<file path="config.mk">
export PLATFORM = sky130hd
export DESIGN_NAME = ipv4_receive_check
export DESIGN_NICKNAME = d
export VERILOG_FILES = /design/src/rtl/irc_pkg.sv /design/src/rtl/irc_front.sv /design/src/rtl/irc_queue.sv /design/src/rtl/irc_back.sv /design/src/rtl/ipv4_receive_check.sv
export SDC_FILE = /design/constraint.sdc
export NUM_CORES = 1
export LEC_CHECK = 0
export BUFFER_PORTS_ARGS = -buffer_cell sky130_fd_sc_hd__buf_2
export CAP_MARGIN = 20
export CELL_PAD_IN_SITES_DETAIL_PLACEMENT = 0
export CELL_PAD_IN_SITES_GLOBAL_PLACEMENT = 1
export CORE_UTILIZATION = 50
export CTS_BUF_LIST = sky130_fd_sc_hd__clkbuf_4 sky130_fd_sc_hd__clkbuf_8 sky130_fd_sc_hd__clkbuf_16
export CTS_CLUSTER_DIAMETER = 60
export CTS_CLUSTER_SIZE = 30
export DETAILED_ROUTE_END_ITERATION = 8
export PLACE_DENSITY = 0.87
export SYNTH_ARGS = -nofsm -noshare
export SYNTH_HDL_FRONTEND = slang
export SYNTH_SLANG_ARGS = --single-unit
</file>
<file path="constraint.sdc">
create_clock -name clk -period 8.9 [get_ports clk]
set_clock_uncertainty 0.15 [all_clocks]
set_input_delay 0 -clock clk [delete_from_list [all_inputs] [get_ports clk]]
set_output_delay 0 -clock clk [all_outputs]
set_load 0.02 [all_outputs]
</file>
<file path="src/rtl/irc_pkg.sv">
// Package for the IPv4 receive check: shared constants, verdict codes and the
// record passed from the header parser to the verdict stage.
// No dependencies.
package irc_pkg;

  localparam int QUEUE_DEPTH = 2;

  localparam logic [7:0]  PROTO_UDP        = 8'd17;
  localparam logic [7:0]  PROTO_ICMP       = 8'd1;
  localparam logic [3:0]  MIN_HEADER_WORDS = 4'd5;
  localparam logic [16:0] MIN_FRAME_BYTES  = 17'd20;
  localparam logic [3:0]  IP_VERSION       = 4'd4;
  localparam logic [15:0] SUM_ALL_ONES     = 16'hFFFF;
  localparam logic [15:0] INDEX_MAX        = 16'hFFFF;

  localparam logic [15:0] IDX_VER_IHL  = 16'd0;
  localparam logic [15:0] IDX_LEN_HI   = 16'd2;
  localparam logic [15:0] IDX_LEN_LO   = 16'd3;
  localparam logic [15:0] IDX_PROTO    = 16'd9;
  localparam logic [15:0] IDX_SRC_LO   = 16'd12;
  localparam logic [15:0] IDX_SRC_HI   = 16'd15;
  localparam logic [15:0] IDX_DST_LO   = 16'd16;
  localparam logic [15:0] IDX_DST_HI   = 16'd19;

  typedef enum logic [2:0] {
    VERDICT_UDP         = 3'd0,
    VERDICT_ICMP        = 3'd1,
    VERDICT_PROTO_UNRCH = 3'd2,
    VERDICT_TOO_SHORT   = 3'd3,
    VERDICT_BAD_VERSION = 3'd4,
    VERDICT_TRUNCATED   = 3'd5,
    VERDICT_BAD_CSUM    = 3'd6,
    VERDICT_NOT_FOR_US  = 3'd7
  } verdict_t;

  typedef struct packed {
    logic        payload_valid;
    logic [7:0]  payload_byte;
    logic        frame_end;
    logic        too_short;
    logic        version_good;
    logic        truncated;
    logic        sum_ok;
    logic [31:0] dest;
    logic [31:0] source;
    logic [7:0]  proto;
  } rec_t;

  typedef struct packed {
    logic valid;
    logic full;
  } q_stat_t;

endpackage

</file>
<file path="src/rtl/irc_front.sv">
// Front stage: accepts frame bytes, captures header fields, accumulates the
// header checksum and classifies each byte. Pushes records into the queue.
// Depends on irc_pkg.
module irc_front (
  input  logic              clk,
  input  logic              rst_n,
  input  logic              in_valid,
  output logic              in_ready,
  input  logic [7:0]        in_frame_byte,
  input  logic              in_frame_last,
  input  irc_pkg::q_stat_t  q_stat,
  output logic              push,
  output irc_pkg::rec_t     push_rec
);

  logic [15:0] idx_r,   idx_nxt;
  logic [3:0]  hw_r,    hw_nxt;
  logic [15:0] plen_r,  plen_nxt;
  logic [15:0] sum_r,   sum_nxt;
  logic [7:0]  hi_r,    hi_nxt;
  logic        vg_r,    vg_nxt;
  logic [7:0]  proto_r, proto_nxt;
  logic [31:0] src_r,   src_nxt;
  logic [31:0] dst_r,   dst_nxt;

  logic [3:0]  hw_c;
  logic [15:0] plen_c;
  logic [15:0] sum_c;
  logic [7:0]  hi_c;
  logic        vg_c;
  logic [7:0]  proto_c;
  logic [31:0] src_c;
  logic [31:0] dst_c;
  logic [15:0] hdr_bytes;
  logic        ok_len;
  logic        payload;
  logic [16:0] flen;
  logic [16:0] s17;
  logic        accept;

  assign in_ready = !q_stat.full;
  assign accept   = in_valid && in_ready;

  always_comb begin
    hw_c    = hw_r;
    plen_c  = plen_r;
    vg_c    = vg_r;
    proto_c = proto_r;
    src_c   = src_r;
    dst_c   = dst_r;
    if (idx_r == irc_pkg::IDX_VER_IHL) begin
      hw_c = in_frame_byte[3:0];
      vg_c = (in_frame_byte[7:4] == irc_pkg::IP_VERSION);
    end else if (idx_r == irc_pkg::IDX_LEN_HI) begin
      plen_c = {in_frame_byte, plen_r[7:0]};
    end else if (idx_r == irc_pkg::IDX_LEN_LO) begin
      plen_c = {plen_r[15:8], in_frame_byte};
    end else if (idx_r == irc_pkg::IDX_PROTO) begin
      proto_c = in_frame_byte;
    end else if (idx_r >= irc_pkg::IDX_SRC_LO && idx_r <= irc_pkg::IDX_SRC_HI) begin
      src_c = {src_r[23:0], in_frame_byte};
    end else if (idx_r >= irc_pkg::IDX_DST_LO && idx_r <= irc_pkg::IDX_DST_HI) begin
      dst_c = {dst_r[23:0], in_frame_byte};
    end

    hdr_bytes = {10'd0, hw_c, 2'b00};
    ok_len    = (hw_c >= irc_pkg::MIN_HEADER_WORDS);

    hi_c  = hi_r;
    sum_c = sum_r;
    s17   = {1'b0, sum_r} + {1'b0, hi_r, in_frame_byte};
    if (idx_r < hdr_bytes) begin
      if (!idx_r[0]) begin
        hi_c = in_frame_byte;
      end else begin
        sum_c = s17[15:0] + {15'd0, s17[16]};
      end
    end

    payload = ok_len && (idx_r >= hdr_bytes) && (idx_r < plen_c);
    flen    = {1'b0, idx_r} + 17'd1;

    push_rec.payload_valid = payload;
    push_rec.payload_byte  = payload ? in_frame_byte : 8'd0;
    push_rec.frame_end     = in_frame_last;
    push_rec.too_short     = (flen < irc_pkg::MIN_FRAME_BYTES) || !ok_len;
    push_rec.version_good  = vg_c;
    push_rec.truncated     = ({1'b0, plen_c} > flen) || ({1'b0, hdr_bytes} > flen);
    push_rec.sum_ok        = (sum_c == irc_pkg::SUM_ALL_ONES);
    push_rec.dest          = dst_c;
    push_rec.source        = src_c;
    push_rec.proto         = proto_c;

    push = accept && (payload || in_frame_last);

    idx_nxt   = idx_r;
    hw_nxt    = hw_r;
    plen_nxt  = plen_r;
    sum_nxt   = sum_r;
    hi_nxt    = hi_r;
    vg_nxt    = vg_r;
    proto_nxt = proto_r;
    src_nxt   = src_r;
    dst_nxt   = dst_r;
    if (accept) begin
      if (in_frame_last) begin
        idx_nxt   = 16'd0;
        hw_nxt    = 4'd0;
        plen_nxt  = 16'd0;
        sum_nxt   = 16'd0;
        hi_nxt    = 8'd0;
        vg_nxt    = 1'b0;
        proto_nxt = 8'd0;
        src_nxt   = 32'd0;
        dst_nxt   = 32'd0;
      end else begin
        idx_nxt   = (idx_r == irc_pkg::INDEX_MAX) ? idx_r : idx_r + 16'd1;
        hw_nxt    = hw_c;
        plen_nxt  = plen_c;
        sum_nxt   = sum_c;
        hi_nxt    = hi_c;
        vg_nxt    = vg_c;
        proto_nxt = proto_c;
        src_nxt   = src_c;
        dst_nxt   = dst_c;
      end
    end
  end

  always_ff @(posedge clk) begin
    if (!rst_n) begin
      idx_r   <= 16'd0;
      hw_r    <= 4'd0;
      plen_r  <= 16'd0;
      sum_r   <= 16'd0;
      hi_r    <= 8'd0;
      vg_r    <= 1'b0;
      proto_r <= 8'd0;
      src_r   <= 32'd0;
      dst_r   <= 32'd0;
    end else begin
      idx_r   <= idx_nxt;
      hw_r    <= hw_nxt;
      plen_r  <= plen_nxt;
      sum_r   <= sum_nxt;
      hi_r    <= hi_nxt;
      vg_r    <= vg_nxt;
      proto_r <= proto_nxt;
      src_r   <= src_nxt;
      dst_r   <= dst_nxt;
    end
  end

endmodule

</file>
<file path="src/rtl/irc_queue.sv">
// Short register queue of classified byte records between front and back.
// Depends on irc_pkg.
module irc_queue #(
  parameter int DEPTH = irc_pkg::QUEUE_DEPTH
) (
  input  logic              clk,
  input  logic              rst_n,
  input  logic              push,
  input  irc_pkg::rec_t     push_rec,
  input  logic              pop,
  output irc_pkg::rec_t     head_rec,
  output irc_pkg::q_stat_t  q_stat
);

  localparam int PW = (DEPTH > 1) ? $clog2(DEPTH) : 1;
  localparam int CW = $clog2(DEPTH + 1);
  localparam logic [PW-1:0] LAST_PTR = PW'(DEPTH - 1);
  localparam logic [CW-1:0] FULL_CNT = CW'(DEPTH);

  irc_pkg::rec_t   entry_r [DEPTH];
  logic [PW-1:0]   wr_ptr_r, wr_ptr_nxt;
  logic [PW-1:0]   rd_ptr_r, rd_ptr_nxt;
  logic [CW-1:0]   cnt_r,    cnt_nxt;
  logic            do_push;
  logic            do_pop;

  assign q_stat.valid = (cnt_r != '0);
  assign q_stat.full  = (cnt_r == FULL_CNT);
  assign head_rec     = entry_r[rd_ptr_r];
  assign do_push      = push && !q_stat.full;
  assign do_pop       = pop && q_stat.valid;

  always_comb begin
    wr_ptr_nxt = wr_ptr_r;
    rd_ptr_nxt = rd_ptr_r;
    cnt_nxt    = cnt_r;
    if (do_push) begin
      wr_ptr_nxt = (wr_ptr_r == LAST_PTR) ? '0 : wr_ptr_r + PW'(1);
    end
    if (do_pop) begin
      rd_ptr_nxt = (rd_ptr_r == LAST_PTR) ? '0 : rd_ptr_r + PW'(1);
    end
    if (do_push && !do_pop) begin
      cnt_nxt = cnt_r + CW'(1);
    end else if (do_pop && !do_push) begin
      cnt_nxt = cnt_r - CW'(1);
    end
  end

  always_ff @(posedge clk) begin
    if (!rst_n) begin
      wr_ptr_r <= '0;
      rd_ptr_r <= '0;
      cnt_r    <= '0;
    end else begin
      wr_ptr_r <= wr_ptr_nxt;
      rd_ptr_r <= rd_ptr_nxt;
      cnt_r    <= cnt_nxt;
    end
  end

  always_ff @(posedge clk) begin
    if (do_push) begin
      entry_r[wr_ptr_r] <= push_rec;
    end
  end

endmodule

</file>
<file path="src/rtl/irc_back.sv">
// Back stage: holds the local address register, forms the frame verdict from
// the queue head and drives the registered result channel.
// Depends on irc_pkg.
module irc_back (
  input  logic              clk,
  input  logic              rst_n,
  input  logic              cfg_valid,
  output logic              cfg_ready,
  input  logic [31:0]       cfg_local_address,
  input  irc_pkg::rec_t     head_rec,
  input  irc_pkg::q_stat_t  q_stat,
  output logic              pop,
  output logic              out_valid,
  input  logic              out_ready,
  output logic [7:0]        out_payload_byte,
  output logic              out_payload_valid,
  output logic              out_frame_end,
  output logic [2:0]        out_verdict,
  output logic [31:0]       out_source_address,
  output logic [7:0]        out_protocol_number
);

  logic [31:0]       local_addr_r;
  logic              valid_r;
  logic [7:0]        byte_r;
  logic              pvalid_r;
  logic              fend_r;
  irc_pkg::verdict_t verdict_r, verdict_nxt;
  logic [31:0]       src_r;
  logic [7:0]        proto_r;

  assign cfg_ready = 1'b1;
  assign pop       = q_stat.valid && (!valid_r || out_ready);

  always_comb begin
    if (!head_rec.frame_end) begin
      verdict_nxt = irc_pkg::VERDICT_UDP;
    end else if (head_rec.too_short) begin
      verdict_nxt = irc_pkg::VERDICT_TOO_SHORT;
    end else if (!head_rec.version_good) begin
      verdict_nxt = irc_pkg::VERDICT_BAD_VERSION;
    end else if (head_rec.truncated) begin
      verdict_nxt = irc_pkg::VERDICT_TRUNCATED;
    end else if (!head_rec.sum_ok) begin
      verdict_nxt = irc_pkg::VERDICT_BAD_CSUM;
    end else if (head_rec.dest != local_addr_r) begin
      verdict_nxt = irc_pkg::VERDICT_NOT_FOR_US;
    end else if (head_rec.proto == irc_pkg::PROTO_UDP) begin
      verdict_nxt = irc_pkg::VERDICT_UDP;
    end else if (head_rec.proto == irc_pkg::PROTO_ICMP) begin
      verdict_nxt = irc_pkg::VERDICT_ICMP;
    end else begin
      verdict_nxt = irc_pkg::VERDICT_PROTO_UNRCH;
    end
  end

  always_ff @(posedge clk) begin
    if (!rst_n) begin
      local_addr_r <= 32'd0;
      valid_r      <= 1'b0;
    end else begin
      if (cfg_valid && cfg_ready) begin
        local_addr_r <= cfg_local_address;
      end
      if (pop) begin
        valid_r <= 1'b1;
      end else if (out_ready) begin
        valid_r <= 1'b0;
      end
    end
  end

  always_ff @(posedge clk) begin
    if (pop) begin
      byte_r    <= head_rec.payload_byte;
      pvalid_r  <= head_rec.payload_valid;
      fend_r    <= head_rec.frame_end;
      verdict_r <= verdict_nxt;
      src_r     <= head_rec.frame_end ? head_rec.source : 32'd0;
      proto_r   <= head_rec.frame_end ? head_rec.proto : 8'd0;
    end
  end

  assign out_valid           = valid_r;
  assign out_payload_byte    = byte_r;
  assign out_payload_valid   = pvalid_r;
  assign out_frame_end       = fend_r;
  assign out_verdict         = verdict_r;
  assign out_source_address  = src_r;
  assign out_protocol_number = proto_r;

endmodule

</file>
<file path="src/rtl/ipv4_receive_check.sv">
// IPv4 receive check, top level. Takes one frame byte per cycle, header first,
// and sustains one byte per cycle while in_ready is high. The front stage does
// field capture and one 16-bit end-around-carry add per header byte pair; a
// result (payload byte and/or frame verdict) is queued, then registered at the
// output before it can be taken. A queue of QUEUE_DEPTH records sits between
// front and back, so in_ready drops only when the result side has stalled long
// enough to fill it. Bytes that are neither payload nor last produce no result.
// Depends on irc_pkg, irc_front, irc_queue, irc_back.
module ipv4_receive_check #(
  parameter int QUEUE_DEPTH = irc_pkg::QUEUE_DEPTH
) (
  input  logic        clk,
  input  logic        rst_n,
  input  logic        cfg_valid,
  output logic        cfg_ready,
  input  logic [31:0] cfg_local_address,
  input  logic        in_valid,
  output logic        in_ready,
  input  logic [7:0]  in_frame_byte,
  input  logic        in_frame_last,
  output logic        out_valid,
  input  logic        out_ready,
  output logic [7:0]  out_payload_byte,
  output logic        out_payload_valid,
  output logic        out_frame_end,
  output logic [2:0]  out_verdict,
  output logic [31:0] out_source_address,
  output logic [7:0]  out_protocol_number
);

  irc_pkg::rec_t    push_rec;
  irc_pkg::rec_t    head_rec;
  irc_pkg::q_stat_t q_stat;
  logic             push;
  logic             pop;

  irc_front u_front (
    .clk           (clk),
    .rst_n         (rst_n),
    .in_valid      (in_valid),
    .in_ready      (in_ready),
    .in_frame_byte (in_frame_byte),
    .in_frame_last (in_frame_last),
    .q_stat        (q_stat),
    .push          (push),
    .push_rec      (push_rec)
  );

  irc_queue #(
    .DEPTH (QUEUE_DEPTH)
  ) u_queue (
    .clk      (clk),
    .rst_n    (rst_n),
    .push     (push),
    .push_rec (push_rec),
    .pop      (pop),
    .head_rec (head_rec),
    .q_stat   (q_stat)
  );

  irc_back u_back (
    .clk                 (clk),
    .rst_n               (rst_n),
    .cfg_valid           (cfg_valid),
    .cfg_ready           (cfg_ready),
    .cfg_local_address   (cfg_local_address),
    .head_rec            (head_rec),
    .q_stat              (q_stat),
    .pop                 (pop),
    .out_valid           (out_valid),
    .out_ready           (out_ready),
    .out_payload_byte    (out_payload_byte),
    .out_payload_valid   (out_payload_valid),
    .out_frame_end       (out_frame_end),
    .out_verdict         (out_verdict),
    .out_source_address  (out_source_address),
    .out_protocol_number (out_protocol_number)
  );

`ifndef ASSERT_OFF
  a_result_nonempty: assert property (@(posedge clk) disable iff (!rst_n)
    out_valid |-> (out_payload_valid || out_frame_end))
    else $error("result carries neither payload nor frame end");

  a_verdict_only_at_end: assert property (@(posedge clk) disable iff (!rst_n)
    (out_valid && !out_frame_end) |->
      (out_verdict == irc_pkg::VERDICT_UDP && out_source_address == 32'd0 &&
       out_protocol_number == 8'd0))
    else $error("frame fields set on a non-final result");

  a_last_reaches_output: assert property (@(posedge clk) disable iff (!rst_n)
    (in_valid && in_ready && in_frame_last && !q_stat.valid && !out_valid)
      |=> ##1 (out_valid && out_frame_end))
    else $error("frame end did not reach the output");
`endif

endmodule

</file>
==> impl_metrics.json <==
{
  "synth.distinct_cells": 81,
  "ys_seq_elements": 396,
  "antenna_found_initial": 0,
  "cp.depth": 17,
  "path_clk_slew_ns": 0.08,
  "reg2regPathDepth": 17,
  "layout_common_cells": "edfxtp_1, dfxtp_1, nor2b_1",
  "place.gp.congestion": 0.886,
  "drive_gt1_share_pct": 16.9,
  "core_region_area_um2": 36600,
  "row_count": 70,
  "die_w_um": 195,
  "die_y_um": 195,
  "grt_pass1_wl_um": 65900,
  "viasPerCell": 5.69,
  "whs_path_depth": 3,
  "avgSynthCellArea_um2": 11.9,
  "cts_tree": "built",
  "io_pins": 102,
  "crit_path_end_kind": "register",
  "rsz0062_at_grt": "false",
  "portBuffers": 100,
  "cts_buffer_depth": 3,
  "timing.fmax_mhz": 154,
  "nets": 1812,
  "drt_iter0_drc": 717,
  "yosysSeqAreaShare_pct": 54.6,
  "drc": 0,
  "synth_area_um2": 18600,
  "routedWlPerCell_um": 18.8,
  "p_leak_nw": 7.87,
  "tightest_slew_ns": 1.04,
  "slew_headroom_pct": 29.9,
  "yosysTopAreaCellShare_pct": 36.2,
  "crit_type": "register to register",
  "dpl_cell_area_um2": 19600,
  "start_util_pct": 50.9,
  "status": "completed",
  "power_density_nw_per_um2": 219,
  "vias": 12500,
  "final_hold_viol_count": 0,
  "yosys.area.top_type": "edfxtp_1",
  "synth_cells": 1569,
  "synth_ff_type": "edfxtp_1",
  "cp_cell_sequence": "nor4_1 -> nand3_1 -> or3_1 -> nor4_1 -> and3b_1 -> mux2i_1 -> ha_1 -> nor2b_1 -> o21a_1 -> o21a_1 -> o21ai_0 -> a21oi_1 -> o41ai_1 -> a21oi_1 -> nor2_1 -> o211a_4 -> buf_4",
  "place_ws_ns": 2.43,
  "yosysWarnings": 0,
  "finalPower_mw": 4.69,
  "grt_max_degree": 116,
  "cap_violations": 0,
  "finalWorstSetupSlack_ns": 2.39,
  "ant_nets": 0,
  "worstPathArrival_ns": 6.59,
  "first_pass_iters": 7,
  "htree_levels": 1,
  "finalSetupViolCount": 0,
  "dieArea_um2": 38100,
  "cp_slowest_stage_delay_ns": 0.81,
  "seq_power_share_pct": 48.2,
  "postLayoutCellArea_um2": 21400,
  "cts.sinks": 396,
  "min_path_type": "primary input to register",
  "cts_root_buf": "clkbuf_16",
  "period_needed_ns": 6.51,
  "timing.setup.tns_ns": 0,
  "antennaDiodeCount": 0,
  "critPathSlowestCell": "o211a_4",
  "clockPowerShare_pct": 30.8,
  "synth_edf_count": 225,
  "synth_nets": 1680,
  "critPathBufInv": 1,
  "grt-ovfl-total": 0,
  "cts_buffers": 29,
  "grt_pass1_vias": 12300,
  "maxSlewViolCount": 0,
  "cts_resized": 0,
  "crit_path_start_kind": "register",
  "critical-path-top-delay-family": "simple AND/OR/NAND/NOR gates",
  "p_int_mw": 3.20,
  "utilization_pct": 58.4,
  "grt_use_total_pct": 21.8,
  "irDropWorstVdd_v": 0.000125,
  "final_common_cell": "edfxtp_1",
  "async_flop_share_pct": 0,
  "clk_latency_ns": 0.59,
  "p_sw_share_pct": 31.7,
  "synth_area_leaders": "edfxtp_1, dfxtp_1, mux2i_1, mux2_2, nor2b_1",
  "comb_power_share_pct": 21.0,
  "hpwl_um": 26200,
  "fin_crit_sh_pct": 73.1,
  "path_max_fanout": 59,
  "p_sw_mw": 1.49,
  "wirelength_um": 41300,
  "cp.required_ns": 8.99,
  "syn2layout_area_growth_pct": 14.7
}
[synth_stat cells, types with 12 or more instances]
cell type,instances
a21o_1,12
a21oi_1,30
a22oi_1,103
and2_1,36
buf_1,18
clkbuf_1,64
dfxtp_1,171
edfxtp_1,225
ha_1,64
inv_1,40
mux2_2,90
mux2i_1,116
nand2_1,62
nand3_1,15
nand4_1,16
nor2_1,84
nor2b_1,145
nor3_1,15
nor4_1,15
o21a_1,15
o21ai_0,40
xnor2_1,47
xor2_1,14
[worst paths after layout]
path | start | to | slack, ns
worst min register to register | u_front.sum_r[11]$_SDFFE_PN0P_ | u_front.sum_r[11]$_SDFFE_PN0P_ | 0.34
worst min-delay path | cfg_valid | u_back.local_addr_r[13]$_SDFFE_PN0P_ | 0.05
worst max-delay path | u_front.idx_r[15]$_SDFFE_PN0P_ | u_queue.entry_r[0][54]$_DFFE_PP_ | 2.39
worst max register to register | u_front.idx_r[15]$_SDFFE_PN0P_ | u_queue.entry_r[0][54]$_DFFE_PP_ | 2.39
[sequential cells by signal, summed over array words and instances (netlist names), 8 cells and up, named ones only]
signal and count:
u_front.idx_r 16, u_front.proto_r 8, u_front.src_r 32, u_front.sum_r 16
u_back.local_addr_r 32, u_front.plen_r 16, u_front.dst_r 32, u_front.hi_r 8
u_queue.entry_r 172, u_back.out_protocol_number 8, u_back.out_payload_byte 8, u_back.out_source_address 32
[power by group through the flow]
stage | clock (mW) | combinational (mW) | sequential (mW)
floorplan | 0 | 0.580 | 2.39
global placement | 0 | 0.948 | 2.30
detailed placement | 0 | 0.962 | 2.30
CTS | 1.48 | 0.991 | 2.26
global route | 1.55 | 1.07 | 2.28
finish | 1.44 | 0.986 | 2.26
[worst register-to-register path: cells and delay by family, from the launching register on]
kind                       cells  cell delay [ns]
buffers and inverters          1             0.57
AOI/OAI and AO/OA              7             1.93
adders and majority gates      1             0.28
and+or+nand+nor                7             2.50
muxes                          1             0.36
DFF                            1             0.38
[per-layer routing]
layer / global-route usage [%] / vias to the layer above / wire length (um)
met5: 0 / - / 0
met4: 6.27 / 0 / 891
met3: 2.75 / 56 / 1900
met2: 36.3 / 320 / 19500
met1: 29.8 / 6077 / 18900
li1: - / 6024 / -
[timing repair]
action	CTS	global route
hold endpoints to repair	142	0
hold buffers	74	0
setup buffers	0	0
[per-stage QoR]
stage	instances	hold WS, ns
6_report	2192	0.0492
5_1_grt	2192	0.0751
4_1_cts	2192	0.00696
3_5_place_dp	2064	0.118
3_3_place_gp	2063	0.110
2_1_floorplan	1569	-0.0511
[cell type report]
type	instances	area (um^2)
repair buffers	186	1330
well taps	468	586
inverters	40	150
clock inverters	23	350
fillers	2960	15200
clock buffers	31	747
multi-input cells	1048	8040
flip-flops and latches	396	10200
[kinds of logic after synthesis]
logic type | Yosys count | synth area share (%)
compound gates | 272 | 10.6
xor+xnor | 62 | 2.99
fa+ha+maj | 65 | 4.40
buf+inv | 125 | 2.56
flops | 396 | 54.6
mux | 206 | 11.7
other cells | 1 | 0.0201
simple gates | 442 | 13.1
No activity file was read; power rests on OpenSTA's default activity.
